--- config.mk ---
export PLATFORM = sky130hd
export DESIGN_NAME = circular_queue_engine_core_flat
export DESIGN_NICKNAME = d
export VERILOG_FILES = /design/src/sv/cqe_pkg.sv /design/src/sv/cqe_if.sv /design/src/sv/circular_queue_engine_core.sv /design/src/sv/cqe_ctrl.sv /design/src/sv/cqe_dpath.sv /design/src/flat_wrapper.sv
export VERILOG_INCLUDE_DIRS = /design/src /design/src/sv
export SDC_FILE = /design/constraint.sdc
export NUM_CORES = 1
export LEC_CHECK = 0
export ABC_AREA = 1
export BUFFER_PORTS_ARGS = -buffer_cell sky130_fd_sc_hd__buf_2
export CORE_MARGIN = 3
export CORE_UTILIZATION = 30
export CTS_BUF_LIST = sky130_fd_sc_hd__clkbuf_4
export CTS_CLUSTER_DIAMETER = 80
export DETAILED_ROUTE_END_ITERATION = 6
export PLACE_DENSITY_LB_ADDON = 0.15
export SKIP_LAST_GASP = 1
export SLEW_MARGIN = 20
export SYNTH_ARGS = -nofsm -noshare
export SYNTH_HDL_FRONTEND = slang
export SYNTH_HIERARCHICAL = 1
export SYNTH_SLANG_ARGS = --single-unit
--- constraint.sdc ---
create_clock -name clk -period 6.9 [get_ports clk]
set_input_delay 0.69 -clock clk [delete_from_list [all_inputs] [get_ports clk]]
set_output_delay 0.69 -clock clk [all_outputs]
set_load 0.01 [all_outputs]
--- src/sv/circular_queue_engine_core_defines.svh ---
// ---------------------------------------------------------------------------
// Circular queue engine assertion macros
// Property wrappers used by the core to check this block.
// ---------------------------------------------------------------------------
`ifndef CIRCULAR_QUEUE_ENGINE_CORE_DEFINES_SVH
`define CIRCULAR_QUEUE_ENGINE_CORE_DEFINES_SVH

// same-cycle implication, disabled while in reset
`define CQE_ASSERT_NOW(lbl, clk, rst_n, ante, cons) \
  lbl: assert property (@(posedge clk) disable iff (!rst_n) (ante) |-> (cons)) \
    else $error("circular queue engine check failed");

// next-cycle implication, disabled while in reset
`define CQE_ASSERT_NEXT(lbl, clk, rst_n, ante, cons) \
  lbl: assert property (@(posedge clk) disable iff (!rst_n) (ante) |=> (cons)) \
    else $error("circular queue engine check failed");

`endif

--- src/sv/cqe_pkg.sv ---
// ---------------------------------------------------------------------------
// Circular queue engine package
// Field widths, operation and status codes, controller states and the
// command/status structs between controller and datapath.
// ---------------------------------------------------------------------------
package cqe_pkg;

  localparam int CMD_W  = 2;
  localparam int VAL_W  = 32;
  localparam int STAT_W = 2;
  localparam int CFG_W  = 5;

  typedef enum logic [CMD_W-1:0] {
    OP_ENQ  = 2'd0,
    OP_DEQ  = 2'd1,
    OP_DISP = 2'd2
  } cqe_op_t;

  typedef enum logic [STAT_W-1:0] {
    ST_OK        = 2'd0,
    ST_OVERFLOW  = 2'd1,
    ST_UNDERFLOW = 2'd2,
    ST_EMPTY     = 2'd3
  } cqe_status_t;

  typedef enum logic [1:0] {
    S_IDLE,
    S_RD,
    S_OUT
  } cqe_state_t;

  // controller -> datapath
  typedef struct packed {
    logic        enq;        // write value at tail, advance tail
    logic        deq;        // read at head, advance head or flush
    logic        walk_start; // walk pointer to head, read there
    logic        walk_step;  // advance walk pointer, read there
    logic        res_stat;   // load result: status only, last set
    logic        res_mem;    // load result from read data
    cqe_status_t stat;
    logic        rd_last;
  } cqe_cmd_t;

  // datapath -> controller
  typedef struct packed {
    logic holds;
    logic full;
    logic walk_last;         // slot after walk pointer is the tail
  } cqe_sts_t;

endpackage

--- src/sv/cqe_if.sv ---
// ---------------------------------------------------------------------------
// Circular queue engine channels
// Valid/ready interfaces for the command channel and the result channel.
// ---------------------------------------------------------------------------
interface cqe_in_if
  import cqe_pkg::*;
();
  logic                    valid;
  logic                    ready;
  logic [CMD_W-1:0]        command;
  logic signed [VAL_W-1:0] value;

  modport source (output valid, command, value, input ready);
  modport sink   (input valid, command, value, output ready);
endinterface

interface cqe_out_if
  import cqe_pkg::*;
();
  logic                    valid;
  logic                    ready;
  logic [STAT_W-1:0]       status;
  logic signed [VAL_W-1:0] data;
  logic                    last;

  modport source (output valid, status, data, last, input ready);
  modport sink   (input valid, status, data, last, output ready);
endinterface

--- src/sv/circular_queue_engine_core.sv ---
// ---------------------------------------------------------------------------
// Circular queue engine core
// Ring-buffer queue of signed words with programmable capacity.
// ---------------------------------------------------------------------------
//  channel   dir  handshake         payload
//  in_ch     in   valid/ready       command, value
//  out_ch    out  valid/ready       status, data, last
//  cfg       in   cfg_we            cfg_wdata (capacity)
//
// One command transaction at a time. Enqueue and status-only results load the
// result register directly; a dequeue and each word of a display take a
// registered slot memory read before the result register is loaded.
// Output stalls hold the result register and the controller; no input is
// taken until the last result of a transaction has gone.
// Synchronous active-low reset; slot memory is not cleared.
module circular_queue_engine_core
  import cqe_pkg::*;
#(
  parameter int DEPTH      = 16,
  parameter int DATA_WIDTH = 32
) (
  input  logic             clk,
  input  logic             rst_n,
  cqe_in_if.sink           in_ch,
  cqe_out_if.source        out_ch,
  input  logic             cfg_we,
  input  logic [CFG_W-1:0] cfg_wdata
);

`include "circular_queue_engine_core_defines.svh"

  cqe_cmd_t cmd;
  cqe_sts_t sts;
  logic     in_hs;

  assign in_hs = in_ch.valid && in_ch.ready;

  cqe_ctrl u_ctrl (
    .clk        (clk),
    .rst_n      (rst_n),
    .in_valid   (in_ch.valid),
    .in_command (in_ch.command),
    .in_ready   (in_ch.ready),
    .out_valid  (out_ch.valid),
    .out_ready  (out_ch.ready),
    .sts        (sts),
    .cmd        (cmd)
  );

  cqe_dpath #(
    .DEPTH      (DEPTH),
    .DATA_WIDTH (DATA_WIDTH)
  ) u_dpath (
    .clk        (clk),
    .rst_n      (rst_n),
    .cfg_we     (cfg_we),
    .cfg_wdata  (cfg_wdata),
    .in_value   (in_ch.value),
    .cmd        (cmd),
    .sts        (sts),
    .res_status (out_ch.status),
    .res_data   (out_ch.data),
    .res_last   (out_ch.last)
  );

  `CQE_ASSERT_NOW(a_no_accept_while_result, clk, rst_n, in_hs, !out_ch.valid)
  `CQE_ASSERT_NEXT(a_enq_gives_result, clk, rst_n, in_hs && in_ch.command == OP_ENQ, out_ch.valid)
  `CQE_ASSERT_NEXT(a_cfg_flushes, clk, rst_n, cfg_we, !sts.holds)
  `CQE_ASSERT_NOW(a_mid_result_ok, clk, rst_n, out_ch.valid && !out_ch.last, out_ch.status == ST_OK)

endmodule

--- src/sv/cqe_ctrl.sv ---
// ---------------------------------------------------------------------------
// Circular queue engine controller
// Sequences one command transaction at a time and drives the datapath.
// ---------------------------------------------------------------------------
module cqe_ctrl
  import cqe_pkg::*;
(
  input  logic             clk,
  input  logic             rst_n,
  input  logic             in_valid,
  input  logic [CMD_W-1:0] in_command,
  output logic             in_ready,
  output logic             out_valid,
  input  logic             out_ready,
  input  cqe_sts_t         sts,
  output cqe_cmd_t         cmd
);

  cqe_state_t state_r, state_nxt;
  logic       disp_r, disp_nxt;

  always_ff @(posedge clk) begin
    if (!rst_n) begin
      state_r <= S_IDLE;
      disp_r  <= 1'b0;
    end else begin
      state_r <= state_nxt;
      disp_r  <= disp_nxt;
    end
  end

  always_comb begin
    state_nxt = state_r;
    disp_nxt  = disp_r;
    in_ready  = 1'b0;
    out_valid = 1'b0;
    cmd       = '0;
    cmd.stat  = ST_OK;
    unique case (state_r)
      S_IDLE: begin
        in_ready = 1'b1;
        if (in_valid) begin
          unique case (in_command)
            OP_ENQ: begin
              disp_nxt     = 1'b0;
              cmd.res_stat = 1'b1;
              if (sts.full) begin
                cmd.stat = ST_OVERFLOW;
              end else begin
                cmd.enq = 1'b1;
              end
              state_nxt = S_OUT;
            end
            OP_DEQ: begin
              disp_nxt = 1'b0;
              if (!sts.holds) begin
                cmd.res_stat = 1'b1;
                cmd.stat     = ST_UNDERFLOW;
                state_nxt    = S_OUT;
              end else begin
                cmd.deq   = 1'b1;
                state_nxt = S_RD;
              end
            end
            OP_DISP: begin
              // empty status is a single result, no walk follows
              disp_nxt = sts.holds;
              if (!sts.holds) begin
                cmd.res_stat = 1'b1;
                cmd.stat     = ST_EMPTY;
                state_nxt    = S_OUT;
              end else begin
                cmd.walk_start = 1'b1;
                state_nxt      = S_RD;
              end
            end
            default: ; // unused code: swallowed, no result
          endcase
        end
      end
      S_RD: begin
        cmd.res_mem = 1'b1;
        cmd.rd_last = !disp_r || sts.walk_last;
        state_nxt   = S_OUT;
      end
      S_OUT: begin
        out_valid = 1'b1;
        if (out_ready) begin
          if (disp_r && !sts.walk_last) begin
            cmd.walk_step = 1'b1;
            state_nxt     = S_RD;
          end else begin
            state_nxt = S_IDLE;
          end
        end
      end
      default: state_nxt = S_IDLE;
    endcase
  end

endmodule

--- src/sv/cqe_dpath.sv ---
// ---------------------------------------------------------------------------
// Circular queue engine datapath
// Slot memory, head/tail/walk indices, capacity register, result register.
// ---------------------------------------------------------------------------
module cqe_dpath
  import cqe_pkg::*;
#(
  parameter int DEPTH      = 16,
  parameter int DATA_WIDTH = 32
) (
  input  logic                     clk,
  input  logic                     rst_n,
  input  logic                     cfg_we,
  input  logic [CFG_W-1:0]         cfg_wdata,
  input  logic signed [VAL_W-1:0]  in_value,
  input  cqe_cmd_t                 cmd,
  output cqe_sts_t                 sts,
  output logic [STAT_W-1:0]        res_status,
  output logic signed [VAL_W-1:0]  res_data,
  output logic                     res_last
);

  localparam int IW = $clog2(DEPTH);
  localparam int CW = $clog2(DEPTH + 1);

  logic [DATA_WIDTH-1:0] mem [DEPTH];
  logic [DATA_WIDTH-1:0] rd_data_r;
  logic [DATA_WIDTH-1:0] wr_word;
  logic [VAL_W-1:0]      rd_ext;

  logic [CFG_W-1:0]  capacity_r;
  logic [IW-1:0]     head_r, head_nxt;
  logic [IW-1:0]     tail_r, tail_nxt;
  logic [IW-1:0]     walk_r, walk_nxt;
  logic              holds_r, holds_nxt;
  logic [CW-1:0]     cap_eff;
  logic [IW-1:0]     head_inc, tail_inc, walk_inc;
  logic [IW-1:0]     rd_addr;
  logic              rd_en;

  logic [STAT_W-1:0]       status_r;
  logic signed [VAL_W-1:0] data_r;
  logic                    last_r;

  // written value of 0 acts as one slot, values above DEPTH as DEPTH
  always_comb begin
    if (capacity_r == '0) begin
      cap_eff = CW'(1);
    end else if (32'(capacity_r) > 32'(DEPTH)) begin
      cap_eff = CW'(DEPTH);
    end else begin
      cap_eff = CW'(capacity_r);
    end
  end

  function automatic logic [IW-1:0] next_slot(input logic [IW-1:0] i,
                                              input logic [CW-1:0] cap);
    logic [IW-1:0] r;
    if ((32'(i) + 32'd1) >= 32'(cap)) begin
      r = '0;
    end else begin
      r = i + IW'(1);
    end
    return r;
  endfunction

  assign head_inc = next_slot(head_r, cap_eff);
  assign tail_inc = next_slot(tail_r, cap_eff);
  assign walk_inc = next_slot(walk_r, cap_eff);

  assign sts.holds     = holds_r;
  assign sts.full      = holds_r && (head_r == tail_r);
  assign sts.walk_last = (walk_inc == tail_r);

  // narrow: store keeps the low bits, read-out sign-extends; wide: store sign-extends, read-out keeps low bits
  generate
    if (DATA_WIDTH < VAL_W) begin : g_narrow
      assign wr_word = in_value[DATA_WIDTH-1:0];
      assign rd_ext  = {{(VAL_W-DATA_WIDTH){rd_data_r[DATA_WIDTH-1]}}, rd_data_r};
    end else if (DATA_WIDTH == VAL_W) begin : g_equal
      assign wr_word = in_value;
      assign rd_ext  = rd_data_r;
    end else begin : g_wide
      assign wr_word = {{(DATA_WIDTH-VAL_W){in_value[VAL_W-1]}}, in_value};
      assign rd_ext  = rd_data_r[VAL_W-1:0];
    end
  endgenerate

  always_comb begin
    head_nxt  = head_r;
    tail_nxt  = tail_r;
    walk_nxt  = walk_r;
    holds_nxt = holds_r;
    if (cfg_we) begin
      head_nxt  = '0;
      tail_nxt  = '0;
      holds_nxt = 1'b0;
    end else begin
      if (cmd.enq) begin
        tail_nxt  = tail_inc;
        holds_nxt = 1'b1;
      end
      if (cmd.deq) begin
        if (head_inc == tail_r) begin
          head_nxt  = '0;
          tail_nxt  = '0;
          holds_nxt = 1'b0;
        end else begin
          head_nxt = head_inc;
        end
      end
      if (cmd.walk_start) begin
        walk_nxt = head_r;
      end else if (cmd.walk_step) begin
        walk_nxt = walk_inc;
      end
    end
  end

  always_ff @(posedge clk) begin
    if (!rst_n) begin
      capacity_r <= CFG_W'(16);
      head_r     <= '0;
      tail_r     <= '0;
      walk_r     <= '0;
      holds_r    <= 1'b0;
    end else begin
      if (cfg_we) begin
        capacity_r <= cfg_wdata;
      end
      head_r  <= head_nxt;
      tail_r  <= tail_nxt;
      walk_r  <= walk_nxt;
      holds_r <= holds_nxt;
    end
  end

  assign rd_en   = cmd.deq || cmd.walk_start || cmd.walk_step;
  assign rd_addr = cmd.walk_step ? walk_inc : head_r;

  always_ff @(posedge clk) begin
    if (cmd.enq) begin
      mem[tail_r] <= wr_word;
    end
  end

  always_ff @(posedge clk) begin
    if (rd_en) begin
      rd_data_r <= mem[rd_addr];
    end
  end

  always_ff @(posedge clk) begin
    if (cmd.res_stat) begin
      status_r <= cmd.stat;
      data_r   <= '0;
      last_r   <= 1'b1;
    end else if (cmd.res_mem) begin
      status_r <= ST_OK;
      data_r   <= rd_ext;
      last_r   <= cmd.rd_last;
    end
  end

  assign res_status = status_r;
  assign res_data   = data_r;
  assign res_last   = last_r;

endmodule

--- src/flat_wrapper.sv ---
// flat-port wrapper written by rule: the top's interface ports become plain ports
module circular_queue_engine_core_flat import cqe_pkg::*;
#(
  parameter int DEPTH      = 16,
  parameter int DATA_WIDTH = 32
)
  (clk, rst_n, cfg_we, cfg_wdata, in_ch_valid, in_ch_command, in_ch_value, in_ch_ready, out_ch_valid, out_ch_status, out_ch_data, out_ch_last, out_ch_ready);
  cqe_in_if in_ch_i ();
  cqe_out_if out_ch_i ();
  input  logic clk;
  input  logic rst_n;
  input  logic cfg_we;
  input  logic [CFG_W-1:0] cfg_wdata;
  input wire logic [$bits(in_ch_i.valid)-1:0] in_ch_valid;
  input wire logic [$bits(in_ch_i.command)-1:0] in_ch_command;
  input wire logic [$bits(in_ch_i.value)-1:0] in_ch_value;
  output wire logic [$bits(in_ch_i.ready)-1:0] in_ch_ready;
  output wire logic [$bits(out_ch_i.valid)-1:0] out_ch_valid;
  output wire logic [$bits(out_ch_i.status)-1:0] out_ch_status;
  output wire logic [$bits(out_ch_i.data)-1:0] out_ch_data;
  output wire logic [$bits(out_ch_i.last)-1:0] out_ch_last;
  input wire logic [$bits(out_ch_i.ready)-1:0] out_ch_ready;
  assign in_ch_i.valid = in_ch_valid;
  assign in_ch_i.command = in_ch_command;
  assign in_ch_i.value = in_ch_value;
  assign in_ch_ready = in_ch_i.ready;
  assign out_ch_valid = out_ch_i.valid;
  assign out_ch_status = out_ch_i.status;
  assign out_ch_data = out_ch_i.data;
  assign out_ch_last = out_ch_i.last;
  assign out_ch_i.ready = out_ch_ready;
  circular_queue_engine_core #(.DEPTH(DEPTH), .DATA_WIDTH(DATA_WIDTH)) u_core (.clk(clk), .rst_n(rst_n), .in_ch(in_ch_i), .out_ch(out_ch_i), .cfg_we(cfg_we), .cfg_wdata(cfg_wdata));
endmodule
Word level (Yosys, flattened, before mapping)
Memory sizes are Yosys's and may differ from the RTL's. A register that Yosys moved wholly into a read port is not among the register bits.
Index checks and enable logic that the tools add are counted.
- bits in registers: 56
- bits in latches: 0
- RAM bits: 512
- bits in read-only memories: 0
- input bits: 44
- output and inout port bits: 37
- logic and storage cells: 102
- memories: 1
- memories (memory ; words ; bits a word ; read ports ; clocked after memory_dff ; wr ports ; line ; RTL):
    u_core.u_dpath.mem ; 16 ; 32 ; 1 ; 1 ; 1 ; cqe_dpath.sv:26 ; logic [DATA_WIDTH-1:0] mem [DEPTH];
- add/subtract/negate cells: 6
- multiply operators: 0
- div/mod/pow operators: 0
- order comparisons: 4
- eq/ne operators: 10
- shifts and indexed selects: 0
- muxes and demuxes: 50
- bitwise operators: 2
- reductions and logical operators: 19
- operator list (cell ; number):
    two-way mux 4 bit ; 10
    two-way mux 1 bit ; 22
    two-way mux 2 bit ; 9
    adder 4 x 1 -> 5 bit, second input constant ; 3
    >= comparator 5 bit ; 3
    adder 4 x 1 -> 4 bit, second input constant ; 3
    == test 4 bit ; 3
    one-hot mux 2 bit (3 select lines) ; 2
    two-way mux 5 bit ; 2
    two-way mux 3 bit ; 2
    AND reduction 3 bit ; 2
    nonzero test 2 bit ; 3
    OR reduction 2 bit ; 3
    greater-than comparator 5 bit, second input constant ; 1
    logical NOT 5 bit ; 1
    == test 2 x 1 -> 1 bit, second input constant ; 2
    == test 2 bit, second input constant ; 2
    logical NOT 2 bit ; 2
    != test 2 bit, second input constant ; 2
    one-hot mux 1 bit (2 select lines) ; 2
    one-hot mux 2 bit (2 select lines) ; 1
    logical OR 1 bit ; 3
    != test 3 x 2 -> 1 bit, second input constant ; 1
    logical AND 1 bit ; 2
    3 further kinds ; 5

Depth between registers and ports, before layout
Gate-level depths: netlist of run 1.
- depth in word-level cells: 13
- mapped depth: 25
- depth with buffers taken out: 22

Hierarchy
Netlist of run 1, hierarchy kept.
- modules (own cells, without submodules) (module ; instances ; cells each ; area each (um2) ; sequential area each (um2)):
    cqe_dpath ; 1 ; 2490 ; 26280.2 ; 17416.7
    cqe_ctrl ; 1 ; 54 ; 349.1 ; 60.1

Worst setup path before layout of run 1
OpenSTA, ideal clock, no wires.
- path type: register to register
- from: reg u_core.u_dpath.walk_r[0]
- to: reg u_core.u_dpath.rd_data_r[0], read port of u_core.u_dpath.mem, enable pin
- setup time: 0.561 ns
- data arrival time: 3.222 ns
- required time: 6.339 ns
- slack: 3.117 ns
- stages on the path, launching flop included: 17
- buffers on the path: 1
- clock period less this slack: 3.783 ns
- cell sequence: dfxtp_1 -> ha_1 -> xor2_1 -> ha_1 -> nand2_1 -> nand2_1 -> a21oi_2 -> and2_0 -> buf_4 -> nand2_1 -> xor2_1 -> nor4_1 -> nor2_1 -> nand2_1 -> nor2_1 -> inv_2 -> nand3_1
- RTL lines (element ; line ; RTL):
    start, declared ; cqe_dpath.sv:34 ; logic [IW-1:0] walk_r, walk_nxt;
    start signal, assigned ; cqe_dpath.sv:133 ; walk_r <= walk_nxt;
    end, declared ; cqe_dpath.sv:27 ; logic [DATA_WIDTH-1:0] rd_data_r;

==> results of run 1 <==
## power groups by stage
| stage | sequential, mW | clock, mW | combinational (mW) |
|---|---|---|---|
| final | 3.99 | 3.25 | 0.224 |
| after global routing | 3.99 | 3.58 | 0.253 |
| after CTS | 3.99 | 3.39 | 0.229 |
| after detailed placement | 4.07 | 0 | 0.207 |
| after global placement | 4.07 | 0 | 0.204 |
| after floorplan | 4.08 | 0 | 0.0960 |
## cells in the mapped netlist (6+ instances only)
cell | count | area [um^2]
sky130_fd_sc_hd__o21ai_0 | 45 | 225
sky130_fd_sc_hd__nand3_1 | 626 | 3130
sky130_fd_sc_hd__nor2_1 | 121 | 454
sky130_fd_sc_hd__edfxtp_1 | 546 | 16400
sky130_fd_sc_hd__inv_1 | 454 | 1700
sky130_fd_sc_hd__xor2_1 | 9 | 78.8
sky130_fd_sc_hd__nand2_2 | 6 | 37.5
sky130_fd_sc_hd__ha_1 | 25 | 313
sky130_fd_sc_hd__dfxtp_1 | 54 | 1080
sky130_fd_sc_hd__a21oi_1 | 9 | 45.0
sky130_fd_sc_hd__nand3b_1 | 97 | 728
sky130_fd_sc_hd__buf_2 | 63 | 315
sky130_fd_sc_hd__buf_1 | 9 | 33.8
sky130_fd_sc_hd__clkbuf_1 | 41 | 154
sky130_fd_sc_hd__buf_4 | 29 | 218
sky130_fd_sc_hd__nand2_1 | 364 | 1370
## path summary, 6_finish.rpt
check / to / slack (ns) / depth (start not counted)
worst min register to register: u_core/u_dpath/res_last / 0.45 / 2
worst max-delay path: u_core/u_dpath/rd_data_r[23] / 1.41 / 22
worst max register to register: u_core/u_dpath/rd_data_r[23] / 1.41 / 22
worst min-delay path: u_core/u_dpath/mem[11][17] / 0.14 / 1
## layout by cell type (no fill, tap or decap), drive strengths merged
cell | netlist | final
nor2 | 125 | 125
a21boi | 2 | 2
bufinv | 0 | 4
clkbuf | 41 | 245
a31oi | 5 | 5
xnor2 | 2 | 2
o22ai | 1 | 1
edfxtp | 546 | 546
nand3 | 627 | 627
clkinvlp | 0 | 4
diode | 0 | 2
clkinv | 3 | 37
dfxtp | 54 | 54
a21oi | 10 | 10
o21bai | 3 | 3
nor3b | 1 | 1
nand2 | 370 | 370
nor3 | 1 | 1
xor2 | 9 | 9
a22oi | 1 | 1
o21ai | 48 | 48
and2 | 1 | 1
a221oi | 1 | 1
ha | 25 | 25
buf | 104 | 120
nor4 | 1 | 1
nand4 | 6 | 6
dlygate4sd3 | 0 | 42
o211ai | 1 | 1
inv | 458 | 463
nand3b | 97 | 97
o2111ai | 1 | 1
## final cells by class
class | count | share of cell area, %
Tap cell | 1155 | 4.68
Multi-Input combinational cell | 1338 | 22.2
Inverter | 461 | 5.60
Antenna cell | 2 | 0.0162
Timing Repair Buffer | 162 | 3.93
Clock buffer | 245 | 5.96
Sequential cell | 600 | 56.6
Clock inverter | 47 | 0.988
## worst register-to-register path, cell delays in order (launching register included)
cell                      delay (ns)
sky130_fd_sc_hd__dfxtp_1        0.39
sky130_fd_sc_hd__ha_1           0.21
sky130_fd_sc_hd__xor2_1         0.29
sky130_fd_sc_hd__ha_1           0.30
sky130_fd_sc_hd__nand2_1        0.06
sky130_fd_sc_hd__nand2_1        0.06
sky130_fd_sc_hd__a21oi_2        0.23
sky130_fd_sc_hd__and2_0         0.34
sky130_fd_sc_hd__nand2_1        0.19
sky130_fd_sc_hd__xor2_1         0.18
sky130_fd_sc_hd__nor4_1         0.26
sky130_fd_sc_hd__nor2_1         0.10
sky130_fd_sc_hd__nand2_1        0.09
sky130_fd_sc_hd__nor2_1         0.12
sky130_fd_sc_hd__inv_2          0.29
sky130_fd_sc_hd__nand2_8        0.46
sky130_fd_sc_hd__nand2_8        0.68
sky130_fd_sc_hd__buf_12         0.45
sky130_fd_sc_hd__nand2_1        0.16
sky130_fd_sc_hd__nand3_1        0.08
sky130_fd_sc_hd__nand3_1        0.09
sky130_fd_sc_hd__nand3_1        0.14
sky130_fd_sc_hd__nand2_1        0.08
## cells by family after synthesis
kind of cell / Yosys count / synth area share [%]
AOI/OAI and AO/OA: 73 / 1.55
xor gates and xnor gates: 11 / 0.362
adders and majority gates: 25 / 1.17
DFF: 600 / 65.6
and+or+nand+nor: 1229 / 22.0
buffers and inverters: 606 / 9.33
## flip-flops by register name, summed over array words and instances (netlist names)
| signal | cells |
|---|---|
| u_core/u_dpath/mem | 512 |
| u_core/u_dpath/rd_data_r | 32 |
| u_core/u_dpath/res_data | 32 |
| u_core/u_dpath/capacity_r | 5 |
| u_core/u_dpath/head_r | 4 |
| u_core/u_dpath/tail_r | 4 |
| u_core/u_dpath/walk_r | 4 |
| u_core/u_ctrl/state_r | 2 |
| u_core/u_dpath/res_status | 2 |
| u_core/u_ctrl/disp_r | 1 |
| u_core/u_dpath/holds_r | 1 |
| u_core/u_dpath/res_last | 1 |
## routing by layer
| metal | track usage, % | vias to the layer above | share of wire [%] |
|---|---|---|---|
| met5 | 0 | - | 0.016 |
| met4 | 6.09 | 2 | 2.4 |
| met3 | 3.77 | 135 | 5.7 |
| met2 | 27.6 | 553 | 47 |
| met1 | 22.6 | 9284 | 45 |
| li1 | - | 9002 | - |
## per-stage QoR
stage	power (mW)	area (um^2)	worst slack, ns	cells	hold WS [ns]
floorplan	4.17	26600	3.12	2544	0.447
global placement	4.28	28300	1.51	3673	0.459
detailed placement	4.28	28300	1.36	3673	0.441
CTS	7.62	30900	1.32	4007	0.00162
global route	7.83	30900	0.857	4009	0.0394
finish	7.47	30900	1.41	4010	0.139
==> metrics.txt, run 1 <==
# TYPE chip_impl_metric gauge
chip_impl_info{name="outcome",value="completed"} 1
chip_impl_info{name="critical_path_capture_point_type",value="register"} 1
chip_impl_metric{name="cts_resized",unit=""} 0
chip_impl_metric{name="fin_util",unit="%"} 35.3
chip_impl_metric{name="postRouteAntennaNets",unit=""} 0
chip_impl_metric{name="cp_max_fo",unit=""} 90
chip_impl_metric{name="critical_path_arrival",unit="ns"} 6.17
chip_impl_metric{name="fillers",unit=""} 8773
chip_impl_info{name="timing.critical_path.max_delay_family",value="simple AND/OR/NAND/NOR gates"} 1
chip_impl_metric{name="fin_crit_sh",unit="%"} 79.6
chip_impl_metric{name="core_area",unit="um^2"} 87400
chip_impl_metric{name="p_clk_share",unit="%"} 43.5
chip_impl_metric{name="clk-insertion-delay-late",unit="ns"} 0.95
chip_impl_info{name="min-delay-start",value="in_ch_value[17]"} 1
chip_impl_metric{name="place_congestion",unit=""} 0.769
chip_impl_metric{name="worstMarginPinSlew",unit="ns"} 1.08
chip_impl_metric{name="multi_input_area",unit="um^2"} 6870
chip_impl_metric{name="report.final.setup_viol",unit=""} 0
chip_impl_metric{name="flow.area_growth_from_synthesis",unit="%"} 16.0
chip_impl_metric{name="number_of_synthesized_flops_with_an_enable_pin",unit=""} 546
chip_impl_info{name="crit_path_cell_trace",value="ha_1 -> xor2_1 -> ha_1 -> nand2_1 -> nand2_1 -> a21oi_2 -> and2_0 -> nand2_1 -> xor2_1 -> nor4_1 -> nor2_1 -> nand2_1 -> nor2_1 -> inv_2 -> nand2_8 -> nand2_8 -> buf_12 -> nand2_1 -> nand3_1 -> nand3_1 -> nand3_1 -> nand2_1"} 1
chip_impl_metric{name="postCtsSetupRepairBufs",unit=""} 0
chip_impl_metric{name="maxSlewHeadroom",unit="%"} 27.9
chip_impl_metric{name="synthDistinctLibCells",unit=""} 41
chip_impl_metric{name="fp-row-count",unit=""} 108
chip_impl_metric{name="leakage",unit="nW"} 12.6
chip_impl_metric{name="cts-root-to-sink-buffers",unit=""} 3
chip_impl_metric{name="final.setup.tns",unit="ns"} 0
chip_impl_metric{name="timing_hold_violations_final",unit=""} 0
chip_impl_metric{name="first_pass_iters",unit=""} 5
chip_impl_metric{name="drt_drc_violations_left",unit=""} 0
chip_impl_info{name="crit_type",value="reg2reg"} 1
chip_impl_metric{name="detail_route.wl_per_cell",unit="um"} 19.8
chip_impl_metric{name="synthArstFlopShare",unit="%"} 0
chip_impl_info{name="crit_slowest_cell",value="sky130_fd_sc_hd__nand2_8"} 1
chip_impl_metric{name="combined_flip_flop_and_latch_cell_area",unit="um^2"} 17500
chip_impl_metric{name="die-width",unit="um"} 304
chip_impl_metric{name="worstPathBufferInverterCount",unit=""} 2
chip_impl_metric{name="drv_slew",unit=""} 0
chip_impl_metric{name="floorplan.die_area",unit="um^2"} 92400
chip_impl_metric{name="buffer_ports.inserted",unit=""} 80
chip_impl_metric{name="net-switching-power",unit="mW"} 1.64
chip_impl_metric{name="drive_above_1_share",unit="%"} 15.0
chip_impl_metric{name="combPwrFrac",unit="%"} 3.0
chip_impl_metric{name="mappedNetlistArea",unit="um^2"} 26600
chip_impl_metric{name="power.density_cell_area",unit="nW/um^2"} 242
chip_impl_metric{name="grt.overflow.total",unit=""} 0
chip_impl_info{name="timing.critical_path.mode_cell",value="sky130_fd_sc_hd__nand2_1"} 1
chip_impl_metric{name="detail_route.wirelength",unit="mm"} 79.3
chip_impl_info{name="worst_hold_path_class",value="in2reg"} 1
chip_impl_metric{name="timing.critical_path.required",unit="ns"} 7.58
chip_impl_metric{name="drt_iter0_drc",unit=""} 1283
chip_impl_metric{name="cts.sink_count",unit=""} 600
chip_impl_metric{name="io_count",unit=""} 81
chip_impl_info{name="rsz0062_at_grt",value="no"} 1
chip_impl_metric{name="grt_start_max_net_pins",unit=""} 138
chip_impl_metric{name="initial_utilization",unit="%"} 30.5
chip_impl_metric{name="hold_buffers",unit=""} 42
chip_impl_metric{name="yosys_warnings",unit=""} 6
chip_impl_metric{name="clock-skew-final",unit="ns"} 0.0382
chip_impl_info{name="cts_root_buffer",value="sky130_fd_sc_hd__clkbuf_4"} 1
chip_impl_metric{name="grt.total_usage",unit="%"} 17.1
chip_impl_metric{name="detailroute.via_count",unit=""} 19000
chip_impl_metric{name="vdd.ir_drop.worst",unit="V"} 0.000129
chip_impl_metric{name="die_y",unit="um"} 304
chip_impl_metric{name="fmax",unit="MHz"} 182
chip_impl_metric{name="synth_fp_nets",unit=""} 2613
chip_impl_metric{name="grt_antenna_before_repair",unit=""} 4
chip_impl_metric{name="synth_cells",unit=""} 2544
chip_impl_metric{name="flop_pwr_share",unit="%"} 53.5
chip_impl_metric{name="cpPeakStageDelay",unit="ns"} 0.65
chip_impl_info{name="synthFlopType",value="sky130_fd_sc_hd__edfxtp_1"} 1
chip_impl_metric{name="grt_pass1_wl",unit="mm"} 119
chip_impl_metric{name="netSwitchingFraction",unit="%"} 22.0
chip_impl_metric{name="max-cap-violations",unit=""} 0
chip_impl_metric{name="final_nets",unit=""} 2797
chip_impl_info{name="critical_path.reg2reg.startpoint",value="u_core/u_dpath/walk_r[0]"} 1
chip_impl_metric{name="first_global_vias",unit=""} 18800
chip_impl_info{name="setup.worst_path.start",value="u_core/u_dpath/walk_r[0]"} 1
chip_impl_metric{name="yosysSeqAreaShare",unit="%"} 65.6
chip_impl_metric{name="vias_per_cell",unit=""} 4.73
chip_impl_metric{name="numCtsBuffers",unit=""} 165
chip_impl_metric{name="syn_avg_cell_area",unit="um^2"} 10.5
chip_impl_info{name="cts_tree",value="done"} 1
chip_impl_metric{name="ys_ff_latch",unit=""} 600
chip_impl_metric{name="cts.htree.levels",unit=""} 4
chip_impl_info{name="timing.critical_path.from_type",value="register"} 1
chip_impl_metric{name="period_needed",unit="ns"} 5.49
chip_impl_metric{name="power_report.internal_total",unit="mW"} 5.83
chip_impl_metric{name="place.detailed.hpwl",unit="mm"} 39.2
chip_impl_metric{name="clk_pin_slew",unit="ns"} 0.06
(Power assumes the default switching activity.)
==> run 2, diff against run 1 <==
==> constraint.sdc (replaced) <==
create_clock -name clk -period 4.5 [get_ports clk]
set_input_delay 0.45 -clock clk [delete_from_list [all_inputs] [get_ports clk]]
set_output_delay 0.45 -clock clk [all_outputs]
set_load 0.01 [all_outputs]
==> run 2 against run 1 <==
Flip-flop and latch count is the same; global-route usage grew 0.55 points; clock power grew 57%; die area is the same; first-iteration DRC count grew 9.3%; via count grew 1.3%.
==> metrics.txt, run 2 (synthesis gave the netlist of run 1 again) <==
# TYPE chip_impl_metric gauge
chip_impl_info{name="critical_path_capture_point_type",value="register"} 1
chip_impl_metric{name="flow.area_growth_from_synthesis",unit="%"} 19.3
chip_impl_metric{name="grt_antenna_before_repair",unit=""} 3
chip_impl_metric{name="core_area",unit="um^2"} 87400
chip_impl_metric{name="report.final.setup_viol",unit=""} 0
chip_impl_info{name="worst_hold_path_class",value="in2reg"} 1
chip_impl_metric{name="max-cap-violations",unit=""} 0
chip_impl_metric{name="worstMarginPinSlew",unit="ns"} 0.785
chip_impl_metric{name="vias_per_cell",unit=""} 4.71
chip_impl_metric{name="fmax",unit="MHz"} 237
chip_impl_metric{name="cts.htree.levels",unit=""} 4
chip_impl_metric{name="drt_drc_violations_left",unit=""} 0
chip_impl_info{name="mostFrequentLayoutCell",value="sky130_fd_sc_hd__nand3_1"} 1
chip_impl_metric{name="cts-root-to-sink-buffers",unit=""} 3
chip_impl_metric{name="detail_route.wl_per_cell",unit="um"} 20.3
chip_impl_metric{name="initial_utilization",unit="%"} 30.5
chip_impl_metric{name="period_needed",unit="ns"} 4.21
chip_impl_metric{name="postLayoutSetupSlackWorst",unit="ns"} 0.289
chip_impl_metric{name="first_global_vias",unit=""} 19200
chip_impl_metric{name="buffer_ports.inserted",unit=""} 80
chip_impl_metric{name="timing_hold_violations_final",unit=""} 0
chip_impl_metric{name="drive_above_1_share",unit="%"} 16.5
chip_impl_info{name="largest_register",value="u_core/u_dpath/mem"} 1
chip_impl_metric{name="place.detailed.hpwl",unit="mm"} 42.9
chip_impl_metric{name="drt_iter0_drc",unit=""} 1402
chip_impl_metric{name="first_pass_iters",unit=""} 5
chip_impl_metric{name="place_congestion",unit=""} 0.771
chip_impl_metric{name="floorplan.die_area",unit="um^2"} 92400
chip_impl_metric{name="net-switching-power",unit="mW"} 2.62
chip_impl_info{name="most-common-layout-cells",value="sky130_fd_sc_hd__nand3_1 (625), sky130_fd_sc_hd__edfxtp_1 (546), sky130_fd_sc_hd__inv_1 (453), sky130_fd_sc_hd__nand2_1 (360), sky130_fd_sc_hd__clkbuf_4 (260)"} 1
chip_impl_metric{name="numCtsBuffers",unit=""} 169
chip_impl_metric{name="critical_path_arrival",unit="ns"} 5.04
chip_impl_metric{name="fin_crit_sh",unit="%"} 93.6
chip_impl_info{name="timing.critical_path.from_type",value="register"} 1
chip_impl_info{name="cts_tree",value="done"} 1
chip_impl_metric{name="timing.critical_path.required",unit="ns"} 5.33
chip_impl_metric{name="hold-worst-slack",unit="ns"} 0.374
chip_impl_info{name="crit_path_cell_trace",value="ha_1 -> xor2_1 -> ha_1 -> nand2_1 -> nand2_1 -> a21oi_2 -> buf_4 -> nand3_1 -> xor2_1 -> nor4_2 -> nor2_1 -> nand2_1 -> nor2_1 -> buf_4 -> inv_6 -> nand2_1 -> nand2_8 -> buf_12 -> nand3_1 -> nand3_1 -> nand3_1 -> nand2_1"} 1
chip_impl_metric{name="pre_cts_ws",unit="ns"} 0.00620
chip_impl_metric{name="clk-insertion-delay-late",unit="ns"} 1.01
chip_impl_metric{name="die-width",unit="um"} 304
chip_impl_metric{name="io_count",unit=""} 81
chip_impl_info{name="cts_root_buffer",value="sky130_fd_sc_hd__clkbuf_4"} 1
chip_impl_metric{name="flop_pwr_share",unit="%"} 52.8
chip_impl_info{name="timing.critical_path.max_delay_family",value="simple AND/OR/NAND/NOR gates"} 1
chip_impl_metric{name="detail_route.wirelength",unit="mm"} 82.7
chip_impl_info{name="crit_slowest_cell",value="sky130_fd_sc_hd__dfxtp_1"} 1
chip_impl_metric{name="fp-row-count",unit=""} 108
chip_impl_metric{name="largest_register_ffs",unit=""} 512
chip_impl_metric{name="final_nets",unit=""} 2853
chip_impl_metric{name="drv_slew",unit=""} 0
chip_impl_metric{name="power_report.internal_total",unit="mW"} 8.99
chip_impl_metric{name="power.density_cell_area",unit="nW/um^2"} 365
chip_impl_metric{name="grt_pass1_wl",unit="mm"} 123
chip_impl_metric{name="netSwitchingFraction",unit="%"} 22.6
chip_impl_metric{name="cp_max_fo",unit=""} 38
chip_impl_metric{name="combPwrFrac",unit="%"} 3.2
chip_impl_metric{name="grt.overflow.total",unit=""} 0
chip_impl_info{name="timing.critical_path.mode_cell",value="sky130_fd_sc_hd__nand2_1"} 1
chip_impl_metric{name="maxSlewHeadroom",unit="%"} 47.6
chip_impl_metric{name="die_y",unit="um"} 304
chip_impl_info{name="crit_type",value="reg2reg"} 1
chip_impl_metric{name="vdd.ir_drop.worst",unit="V"} 0.000217
chip_impl_metric{name="cpPeakStageDelay",unit="ns"} 0.41
chip_impl_metric{name="clock-skew-final",unit="ns"} 0.0655
chip_impl_metric{name="cts.sink_count",unit=""} 600
chip_impl_metric{name="p_clk_share",unit="%"} 44.1
chip_impl_metric{name="clk_pin_slew",unit="ns"} 0.06
chip_impl_metric{name="grt.total_usage",unit="%"} 17.6
chip_impl_metric{name="detailroute.via_count",unit=""} 19200
chip_impl_metric{name="dpl.cell_count",unit=""} 3703
chip_impl_metric{name="worstPathBufferInverterCount",unit=""} 4
chip_impl_metric{name="postRouteAntennaNets",unit=""} 0
chip_impl_metric{name="final-instance-count-excl-fill",unit=""} 4080
chip_impl_metric{name="leakage",unit="nW"} 13.0
chip_impl_metric{name="grt_start_max_net_pins",unit=""} 119
chip_impl_info{name="outcome",value="completed"} 1
[run 2: changes by cell type in the layout (fill, tap and decap cells not counted), sizes merged]
cell | before | now
dlygate4sd3 | 42 | 56
diode | 2 | 7
buf | 120 | 155
clkbuf | 245 | 262
clkinvlp | 4 | 2
clkinv | 37 | 41
inv | 463 | 461
bufinv | 4 | 2
nand2 | 370 | 371
[run 2: path summary, 6_finish.rpt]
kind	start	end	slack [ns]	depth (start not counted)
max	u_core/u_dpath/walk_r[0]	u_core/u_dpath/rd_data_r[29]	0.29	22
max reg2reg	u_core/u_dpath/walk_r[0]	u_core/u_dpath/rd_data_r[29]	0.29	22
min	in_ch_value[18]	u_core/u_dpath/mem[12][18]	0.37	2
min reg2reg	u_core/u_dpath/res_last	u_core/u_dpath/res_last	0.46	2
[run 2: power by group through the flow]
stage / combinational [mW] / sequential, mW / clock, mW
after floorplan: 0.147 / 6.25 / 0
after global placement: 0.322 / 6.24 / 0
after detailed placement: 0.327 / 6.24 / 0
after CTS: 0.371 / 6.12 / 5.32
after global routing: 0.415 / 6.12 / 5.62
final: 0.369 / 6.12 / 5.11
[run 2: area by class of cell]
class / count / area, um^2
Antenna cell: 7 / 17.5
Clock buffer: 260 / 1950
Clock inverter: 45 / 270
Fill cell: 8659 / 55700
Inverter: 461 / 1740
Multi-Input combinational cell: 1339 / 6900
Sequential cell: 600 / 17500
Tap cell: 1155 / 1450
Timing Repair Buffer: 213 / 1980
[run 2: worst register-to-register path, cell delays in order (launching register included)]
cell	delay, ns
sky130_fd_sc_hd__dfxtp_1	0.41
sky130_fd_sc_hd__ha_1	0.22
sky130_fd_sc_hd__xor2_1	0.23
sky130_fd_sc_hd__ha_1	0.28
sky130_fd_sc_hd__nand2_1	0.07
sky130_fd_sc_hd__nand2_1	0.06
sky130_fd_sc_hd__a21oi_2	0.13
sky130_fd_sc_hd__buf_4	0.15
sky130_fd_sc_hd__nand3_1	0.18
sky130_fd_sc_hd__xor2_1	0.22
sky130_fd_sc_hd__nor4_2	0.34
sky130_fd_sc_hd__nor2_1	0.10
sky130_fd_sc_hd__nand2_1	0.10
sky130_fd_sc_hd__nor2_1	0.05
sky130_fd_sc_hd__buf_4	0.16
sky130_fd_sc_hd__inv_6	0.14
sky130_fd_sc_hd__nand2_1	0.15
sky130_fd_sc_hd__nand2_8	0.25
sky130_fd_sc_hd__buf_12	0.31
sky130_fd_sc_hd__nand3_1	0.12
sky130_fd_sc_hd__nand3_1	0.10
sky130_fd_sc_hd__nand3_1	0.10
sky130_fd_sc_hd__nand2_1	0.16
[run 2: per-layer routing]
metal,vias to the layer above,wire [um],track usage (%),share of wire (%)
met4,0,1600,5.89,1.9
met3,118,4630,3.24,5.6
met2,536,39100,28.9,47
met1,9430,37400,23.6,45
li1,9143,-,-,-
met5,-,0,0,0
[run 2: metrics by stage]
stage | power (mW) | instance area, um^2 | TNS, ns | util [%]
2_1_floorplan | 6.40 | 26600 | 0 | -
3_3_place_gp | 6.56 | 28800 | 0 | 33.0
3_5_place_dp | 6.57 | 28800 | 0 | 33.0
4_1_cts | 11.8 | 31600 | 0 | 36.2
5_1_grt | 12.2 | 31800 | -0.437 | 36.3
6_report | 11.6 | 31800 | 0 | 36.3
[run 2: what timing repair did]
item / CTS / global route
endpoints found under the hold margin: 534 / 0
cloned: 1 / 2
resized for setup: 1 / 8
setup buffers: 0 / 6
endpoints found under the setup margin: 6 / 32
pin swaps: 1 / 2
hold buffers: 56 / 0
